$ cat src/hdl/ipwf_pkg.sv
package ipwf_pkg;

    localparam int MaxRulesDefault = 16;

    localparam logic [31:0] ANY_ADDR = 32'hFFFF_FFFF;

    localparam logic [1:0] CMD_ADD   = 2'd0;
    localparam logic [1:0] CMD_CLEAR = 2'd1;
    localparam logic [1:0] CMD_CHECK = 2'd2;

    typedef struct packed {
        logic [1:0]  command;
        logic [31:0] src_addr;
        logic [31:0] dst_addr;
    } t_in;

    typedef struct packed {
        logic verdict;
        logic status;
    } t_out;

    // token that walks the cell chain, one cell per cycle while the chain advances
    typedef struct packed {
        logic        is_add;
        logic        is_check;
        logic        hit;
        logic        status;
        logic [31:0] src_addr;
        logic [31:0] dst_addr;
    } t_tok;

endpackage

$ cat src/hdl/ipwf_head.sv
module ipwf_head
    import ipwf_pkg::*;
#(
    parameter int MAX_RULES = MaxRulesDefault,
    localparam int CW = $clog2(MAX_RULES + 1)
) (
    input  logic          i_clk,
    input  logic          i_rst_n,
    input  logic          i_adv,
    input  logic          i_in_valid,
    input  t_in           i_in_data,
    output logic          o_v,
    output t_tok          o_tok,
    output logic [CW-1:0] o_cnt
);

    logic [CW-1:0] r_count, n_count;
    logic          r_v;
    t_tok          r_tok, n_tok;
    logic [CW-1:0] r_cnt;
    logic          w_acc;
    logic          w_full;

    assign w_acc  = i_in_valid && i_adv;
    assign w_full = (r_count == CW'(MAX_RULES));

    always_comb begin
        n_count        = r_count;
        n_tok.is_add   = 1'b0;
        n_tok.is_check = 1'b0;
        n_tok.hit      = 1'b0;
        n_tok.status   = 1'b0;
        n_tok.src_addr = i_in_data.src_addr;
        n_tok.dst_addr = i_in_data.dst_addr;
        case (i_in_data.command)
            CMD_ADD: begin
                if (w_full) begin
                    n_tok.status = 1'b1;
                end else begin
                    n_tok.is_add = 1'b1;
                    n_count      = r_count + CW'(1);
                end
            end
            CMD_CLEAR: begin
                n_count = '0;
            end
            CMD_CHECK: begin
                n_tok.is_check = 1'b1;
            end
            default: begin
            end
        endcase
    end

    always_ff @(posedge i_clk) begin
        if (!i_rst_n) begin
            r_count <= '0;
            r_v     <= 1'b0;
        end else if (i_adv) begin
            r_v <= i_in_valid;
            if (w_acc) begin
                r_count <= n_count;
            end
        end
    end

    // count at entry: write slot for an add, active depth for a check
    always_ff @(posedge i_clk) begin
        if (w_acc) begin
            r_tok <= n_tok;
            r_cnt <= r_count;
        end
    end

    assign o_v   = r_v;
    assign o_tok = r_tok;
    assign o_cnt = r_cnt;

endmodule

$ cat src/hdl/ipwf_cell.sv
module ipwf_cell
    import ipwf_pkg::*;
#(
    parameter int MAX_RULES = MaxRulesDefault,
    parameter int INDEX = 0,
    localparam int CW = $clog2(MAX_RULES + 1)
) (
    input  logic          i_clk,
    input  logic          i_rst_n,
    input  logic          i_adv,
    input  logic          i_v,
    input  t_tok          i_tok,
    input  logic [CW-1:0] i_cnt,
    output logic          o_v,
    output t_tok          o_tok,
    output logic [CW-1:0] o_cnt
);

    logic [31:0]   r_src;
    logic [31:0]   r_dst;
    logic          r_v;
    t_tok          r_tok, n_tok;
    logic [CW-1:0] r_cnt;
    logic          w_here;
    logic          w_active;
    logic          w_match;

    assign w_here   = (i_cnt == CW'(INDEX));
    assign w_active = (CW'(INDEX) < i_cnt);
    assign w_match  = ((r_src == i_tok.src_addr) || (r_src == ANY_ADDR)) &&
                      ((r_dst == i_tok.dst_addr) || (r_dst == ANY_ADDR));

    always_comb begin
        n_tok     = i_tok;
        n_tok.hit = i_tok.hit | (i_tok.is_check & w_active & w_match);
    end

    always_ff @(posedge i_clk) begin
        if (!i_rst_n) begin
            r_v <= 1'b0;
        end else if (i_adv) begin
            r_v <= i_v;
        end
    end

    always_ff @(posedge i_clk) begin
        if (i_adv) begin
            r_tok <= n_tok;
            r_cnt <= i_cnt;
        end
        if (i_adv && i_v && i_tok.is_add && w_here) begin
            r_src <= i_tok.src_addr;
            r_dst <= i_tok.dst_addr;
        end
    end

    assign o_v   = r_v;
    assign o_tok = r_tok;
    assign o_cnt = r_cnt;

endmodule

$ cat src/hdl/ip_pair_wildcard_filter_core.sv
// channel | handshake                | beat
// in      | i_in_valid / o_in_ready  | i_in_data  (t_in: command, src_addr, dst_addr)
// out     | o_out_valid / i_out_ready| o_out_data (t_out: verdict, status)
//
// One beat accepted per cycle while the output is not held. The head register
// loads on the accepting edge, and the beat then steps through the rule cells
// in index order; the result beat is valid at the output of the last cell.
// Rule count is cleared by reset; rule storage is not, and needs no pass.
// A result held at the output freezes the whole cell chain and the input.
module ip_pair_wildcard_filter_core
    import ipwf_pkg::*;
#(
    parameter int MAX_RULES = MaxRulesDefault
) (
    input  logic i_clk,
    input  logic i_rst_n,
    input  logic i_in_valid,
    input  t_in  i_in_data,
    output logic o_in_ready,
    output logic o_out_valid,
    input  logic i_out_ready,
    output t_out o_out_data
);

    localparam int CW = $clog2(MAX_RULES + 1);

    logic          w_adv;
    logic          w_v   [MAX_RULES+1];
    t_tok          w_tok [MAX_RULES+1];
    logic [CW-1:0] w_cnt [MAX_RULES+1];

    assign w_adv      = !w_v[MAX_RULES] || i_out_ready;
    assign o_in_ready = w_adv;

    ipwf_head #(
        .MAX_RULES(MAX_RULES)
    ) u_head (
        .i_clk     (i_clk),
        .i_rst_n   (i_rst_n),
        .i_adv     (w_adv),
        .i_in_valid(i_in_valid),
        .i_in_data (i_in_data),
        .o_v       (w_v[0]),
        .o_tok     (w_tok[0]),
        .o_cnt     (w_cnt[0])
    );

    for (genvar g = 0; g < MAX_RULES; g++) begin : g_cell
        ipwf_cell #(
            .MAX_RULES(MAX_RULES),
            .INDEX    (g)
        ) u_cell (
            .i_clk  (i_clk),
            .i_rst_n(i_rst_n),
            .i_adv  (w_adv),
            .i_v    (w_v[g]),
            .i_tok  (w_tok[g]),
            .i_cnt  (w_cnt[g]),
            .o_v    (w_v[g+1]),
            .o_tok  (w_tok[g+1]),
            .o_cnt  (w_cnt[g+1])
        );
    end

    assign o_out_valid        = w_v[MAX_RULES];
    assign o_out_data.verdict = w_tok[MAX_RULES].hit;
    assign o_out_data.status  = w_tok[MAX_RULES].status;

`ifndef SYNTHESIS
    a_cnt_range: assert property (@(posedge i_clk) disable iff (!i_rst_n)
        w_v[0] |-> (w_cnt[0] <= CW'(MAX_RULES)))
        else $error("rule count beyond table depth");

    a_add_slot: assert property (@(posedge i_clk) disable iff (!i_rst_n)
        (w_v[0] && w_tok[0].is_add) |-> (w_cnt[0] < CW'(MAX_RULES)))
        else $error("add token aimed past the last cell");

    a_excl: assert property (@(posedge i_clk) disable iff (!i_rst_n)
        o_out_valid |-> !(o_out_data.verdict && o_out_data.status))
        else $error("drop and full reported on one beat");

    a_frozen: assert property (@(posedge i_clk) disable iff (!i_rst_n)
        (w_v[0] && !w_adv) |=> (w_v[0] && $stable(w_cnt[0])))
        else $error("head stage moved during a stall");
`endif

endmodule

$ cat config.mk
export PLATFORM = sky130hd
export DESIGN_NAME = ip_pair_wildcard_filter_core
export DESIGN_NICKNAME = d
export VERILOG_FILES = /design/src/hdl/ipwf_pkg.sv /design/src/hdl/ipwf_head.sv /design/src/hdl/ipwf_cell.sv /design/src/hdl/ip_pair_wildcard_filter_core.sv
export SDC_FILE = /design/constraint.sdc
export NUM_CORES = 2
export LEC_CHECK = 0
export ABC_AREA = 1
export BUFFER_PORTS_ARGS = -buffer_cell sky130_fd_sc_hd__buf_2
export CORE_MARGIN = 4
export CORE_UTILIZATION = 57
export CTS_CLUSTER_SIZE = 16
export DETAILED_ROUTE_END_ITERATION = 8
export PLACE_DENSITY_LB_ADDON = 0.15
export SLEW_MARGIN = 20
export SYNTH_ARGS = -nofsm -noshare
export SYNTH_HDL_FRONTEND = slang
export SYNTH_HIERARCHICAL = 1
export SYNTH_SLANG_ARGS = --single-unit
$ cat constraint.sdc
create_clock -name i_clk -period 45.6 [get_ports i_clk]
set_input_delay 2.28 -clock i_clk [delete_from_list [all_inputs] [get_ports i_clk]]
set_output_delay 2.28 -clock i_clk [all_outputs]
set_load 0.02 [all_outputs]
==> results_tabular.tex <==
\begin{tabular}{lr}
\hline
Metric & Value \\
\hline
\multicolumn{2}{l}{\textbf{Routing}} \\
\quad Via Count & 41000 \\
\quad Routed len/inst & 15.1 um \\
\quad Post-detailed-route DRC marker count & 0 \\
\quad Detailed Route WL & 124000 um \\
\quad Count of routing violations after the opening detailed-route iteration & 2011 \\
\quad Total iterations of the first detailed-routing run & 7 \\
\quad Detail-routed via count per cell & 5.02 \\
\quad Remaining number of nets flagged by the antenna check after routing & 0 \\
\multicolumn{2}{l}{\textbf{Yosys}} \\
\quad Mean cell area of the mapped netlist & 14.8 um2 \\
\quad Netlist area before placement & 0.0848 mm2 \\
\quad Net count after synthesis & 5800 \\
\quad Synth Warn \# & 6 \\
\quad Syn Inst Count & 5728 \\
\multicolumn{2}{l}{\textbf{Worst setup path}} \\
\quad Cell depth of the worst flop-to-flop path & 8 \\
\quad Reg-to-reg slack, setup & 38930 ps \\
\quad CP endpoint kind & flip-flop \\
\quad Critical path class & in -> reg \\
\quad End of the worst register-to-register path & g\_cell[1].u\_cell/o\_tok[46] \\
\quad Crit path launch & i\_out\_ready \\
\quad Largest fanout on the critical path & 173 \\
\quad Crit path launch type & primary input \\
\quad Reg-to-Reg Start & g\_cell[15].u\_cell/o\_v \\
\quad Worst Path Required & 46010 ps \\
\quad Data arrival time of the critical path & 8300 ps \\
\multicolumn{2}{l}{\textbf{Pwr}} \\
\quad Power per cell area & 43.8 mW/mm2 \\
\quad Switching power summed over all nets & 0.000815 W \\
\quad Clock Power Share & 0.393 \\
\quad Register share of total power & 0.583 \\
\quad Cell leakage power & 33.5 nW \\
\quad Switching share of power & 0.197 \\
\quad Max IR drop VDD & 0.0379 mV \\
\quad Proportion of power drawn by combinational gates & 0.024 \\
\quad Internal cell power & 0.00333 W \\
\multicolumn{2}{l}{\textbf{Placement}} \\
\quad Place WS & 36480 ps \\
\quad Placement-stage cell area & 0.0879 mm2 \\
\quad Dpl hpwl & 85300 um \\
\quad Count of input and output buffers & 73 \\
\quad Last weighted congestion value of the routability-driven placer & 0.826 \\
\multicolumn{2}{l}{\textbf{Final layout}} \\
\quad Sequential standard cell area & 0.0663 mm2 \\
\quad Synth-to-Final Area Change & 11.4\% \\
\quad Final Instance Area & 0.0944 mm2 \\
\quad Ratio of cells with drive above 1 in the final layout & 0.0723 \\
\quad Number of inserted diodes & 0 \\
\quad NumNets Final & 6115 \\
\quad Filler cells & 10300 \\
\quad Area occupied by multi-input gates & 0.0170 mm2 \\
\multicolumn{2}{l}{\textbf{STA}} \\
\quad Unrepaired setup endpoints after global routing & false \\
\quad Period Utilization, post-route & 0.173 \\
\quad Final Hold Violating Endpoints & 0 \\
\quad Clock Skew & 23.4 ps \\
\quad Setup violations, final & 0 \\
\quad Pins Over Slew Limit & 0 \\
\quad Min setup slack post-route & 37710 ps \\
\quad Transition time at the pin with the least slew margin & 948 ps \\
\quad Fmax & 127 MHz \\
\quad Worst max-slew margin expressed relative to the limit & 0.368 \\
\quad Setup total negative slack & 0 ps \\
\quad Shortest clock period the worst path allows after layout & 7890 ps \\
\multicolumn{2}{l}{\textbf{CTS}} \\
\quad CTS buffer count & 212 \\
\quad Resized Gates After CTS & 0 \\
\quad Root Driver & sky130\_fd\_sc\_hd\_\_clkbuf\_16 \\
\quad Clock latency on the worst-skew pair & 800 ps \\
\quad Clock transition time at the flip-flop clock pins of the worst setup and hold paths & 60 ps \\
\quad Setup fix buffers added after clock tree synthesis & 0 \\
\quad Buffer depth of the longest clock path & 3 \\
\quad Post-CTS Hold Buffers & 0 \\
\quad TritonCTS clock tree & done \\
\quad Sink Count & 2215 \\
\quad Max H-tree Level & 4 \\
\multicolumn{2}{l}{\textbf{GRT}} \\
\quad Aggregate global-route resource usage & 0.162 \\
\quad Maximum number of pins on one net before global-route repair & 174 \\
\quad Number of antenna violations at the first check in global routing & 0 \\
\quad GR Overflow Total & 0 \\
\quad Via count of the first global-routing pass & 42300 \\
\quad First-pass GRT wire length & 205000 um \\
\multicolumn{2}{l}{\textbf{Floorplanning}} \\
\quad Placeable Area & 0.148 mm2 \\
\quad Placement row count & 141 \\
\quad Effective utilization at floorplan & 0.573 \\
\quad Die extent in y & 394 um \\
\quad Die extent in x & 394 um \\
\quad Floorplan die area & 0.155 mm2 \\
\quad \# IOs & 74 \\
\multicolumn{2}{l}{\textbf{Job}} \\
\quad Max-cap violations & 0 \\
\multicolumn{2}{l}{\textbf{Min path}} \\
\quad Endpoint, Worst Hold & g\_cell[15].u\_cell/o\_tok[64] \\
\quad Type of the tightest min-delay check & reg -> reg \\
\quad Number of cells traversed by the worst hold path & 0 \\
\quad Hold\_sp & g\_cell[14].u\_cell/o\_tok[64] \\
\multicolumn{2}{l}{\textbf{Status}} \\
\quad Result of the run & completed \\
\hline
\end{tabular}
[stage by stage]
stage | utilization | total power (W) | instances | hold slack, ps
floorplan | - | 0.00251 | 5728 | 400
detailed placement | 0.594 | 0.00256 | 7759 | 405
global placement | 0.594 | 0.00255 | 7759 | 402
global route | 0.639 | 0.00431 | 8157 | 421
finish | 0.639 | 0.00414 | 8157 | 416
CTS | 0.639 | 0.00419 | 8157 | 420
[critical path, cell delays in order]
cell and delay, ps:
sky130_fd_sc_hd__buf_2 70, sky130_fd_sc_hd__inv_1 50, sky130_fd_sc_hd__nand2_4 310, sky130_fd_sc_hd__buf_4 780, sky130_fd_sc_hd__buf_12 690, sky130_fd_sc_hd__buf_4 740
sky130_fd_sc_hd__buf_4 770, sky130_fd_sc_hd__buf_4 820, sky130_fd_sc_hd__buf_4 790, sky130_fd_sc_hd__buf_6 680
[cell type report]
cell class	instances	share of cell area
clock inverter	131	0.00992
tap	1930	0.0256
inverter	399	0.0159
clock buffer	267	0.0596
timing repair buffer	104	0.00677
sequential	2215	0.702
multi-input combinational	3111	0.180
[cells in the final DEF, fill, tap and decap left out, types with 2 or more instances in the layout]
cell                         instances
sky130_fd_sc_hd__a21boi_1            2
sky130_fd_sc_hd__nand4_1           198
sky130_fd_sc_hd__edfxtp_1         2193
sky130_fd_sc_hd__a21oi_1             5
sky130_fd_sc_hd__clkinv_1           61
sky130_fd_sc_hd__buf_2              73
sky130_fd_sc_hd__inv_6               7
sky130_fd_sc_hd__nor3_2             14
sky130_fd_sc_hd__xnor2_1           858
sky130_fd_sc_hd__nor2_2              2
sky130_fd_sc_hd__buf_4              27
sky130_fd_sc_hd__nand2_4             3
sky130_fd_sc_hd__nand3_1            46
sky130_fd_sc_hd__inv_1             378
sky130_fd_sc_hd__clkinv_8            2
sky130_fd_sc_hd__inv_2              21
sky130_fd_sc_hd__nor3b_2             5
sky130_fd_sc_hd__o21ai_0             2
sky130_fd_sc_hd__buf_12              3
sky130_fd_sc_hd__o21a_1              3
sky130_fd_sc_hd__nor4_1              2
sky130_fd_sc_hd__nor2_1            420
sky130_fd_sc_hd__nor3_1             57
sky130_fd_sc_hd__nand2_1          1447
sky130_fd_sc_hd__clkinv_2           42
sky130_fd_sc_hd__clkbuf_1           49
sky130_fd_sc_hd__clkbuf_16         217
sky130_fd_sc_hd__clkinvlp_4          6
sky130_fd_sc_hd__bufinv_16          11
sky130_fd_sc_hd__ha_1                2
sky130_fd_sc_hd__nand3b_1           10
sky130_fd_sc_hd__nor4_2              6
sky130_fd_sc_hd__dfxtp_1            22
sky130_fd_sc_hd__a21boi_0           16
[layer usage]
metal	wire length [um]	up-vias	GRT usage
li1	-	20500	-
met1	47300	19600	0.178
met2	67200	557	0.303
met3	3670	335	0.0280
met4	5420	0	0.0738
met5	0	-	0
[worst max path at each step]
stage / end / cells after the start
final: g_cell[1].u_cell/o_tok[46] / 10
after global routing: g_cell[1].u_cell/o_tok[44] / 10
after CTS: g_cell[1].u_cell/o_tok[46] / 10
after detailed placement: g_cell[0].u_cell/o_tok[62] / 10
after global placement: g_cell[0].u_cell/o_tok[61] / 10
after floorplan: g_cell[15].u_cell/r_dst[0] / 4
[state kept, by name, summed over array words and instances, names as in the netlist]
signal	flops
g_cell.u_cell/o_cnt	75
u_head/r_count	5
g_cell.u_cell/o_v	16
g_cell.u_cell/r_src	512
g_cell.u_cell/o_tok	1022
u_head/o_cnt	5
u_head/o_v	1
u_head/o_tok	67
g_cell.u_cell/r_dst	512
[power by group through the flow]
stage,registers (W),clock network (W),logic (W)
finish,0.00242,0.00163,0.0000974
global route,0.00243,0.00177,0.000111
CTS,0.00242,0.00168,0.0000987
detailed placement,0.00246,0,0.0000978
global placement,0.00245,0,0.0000934
floorplan,0.00243,0,0.0000809
Note: power is estimated with default switching activity, not from simulation.
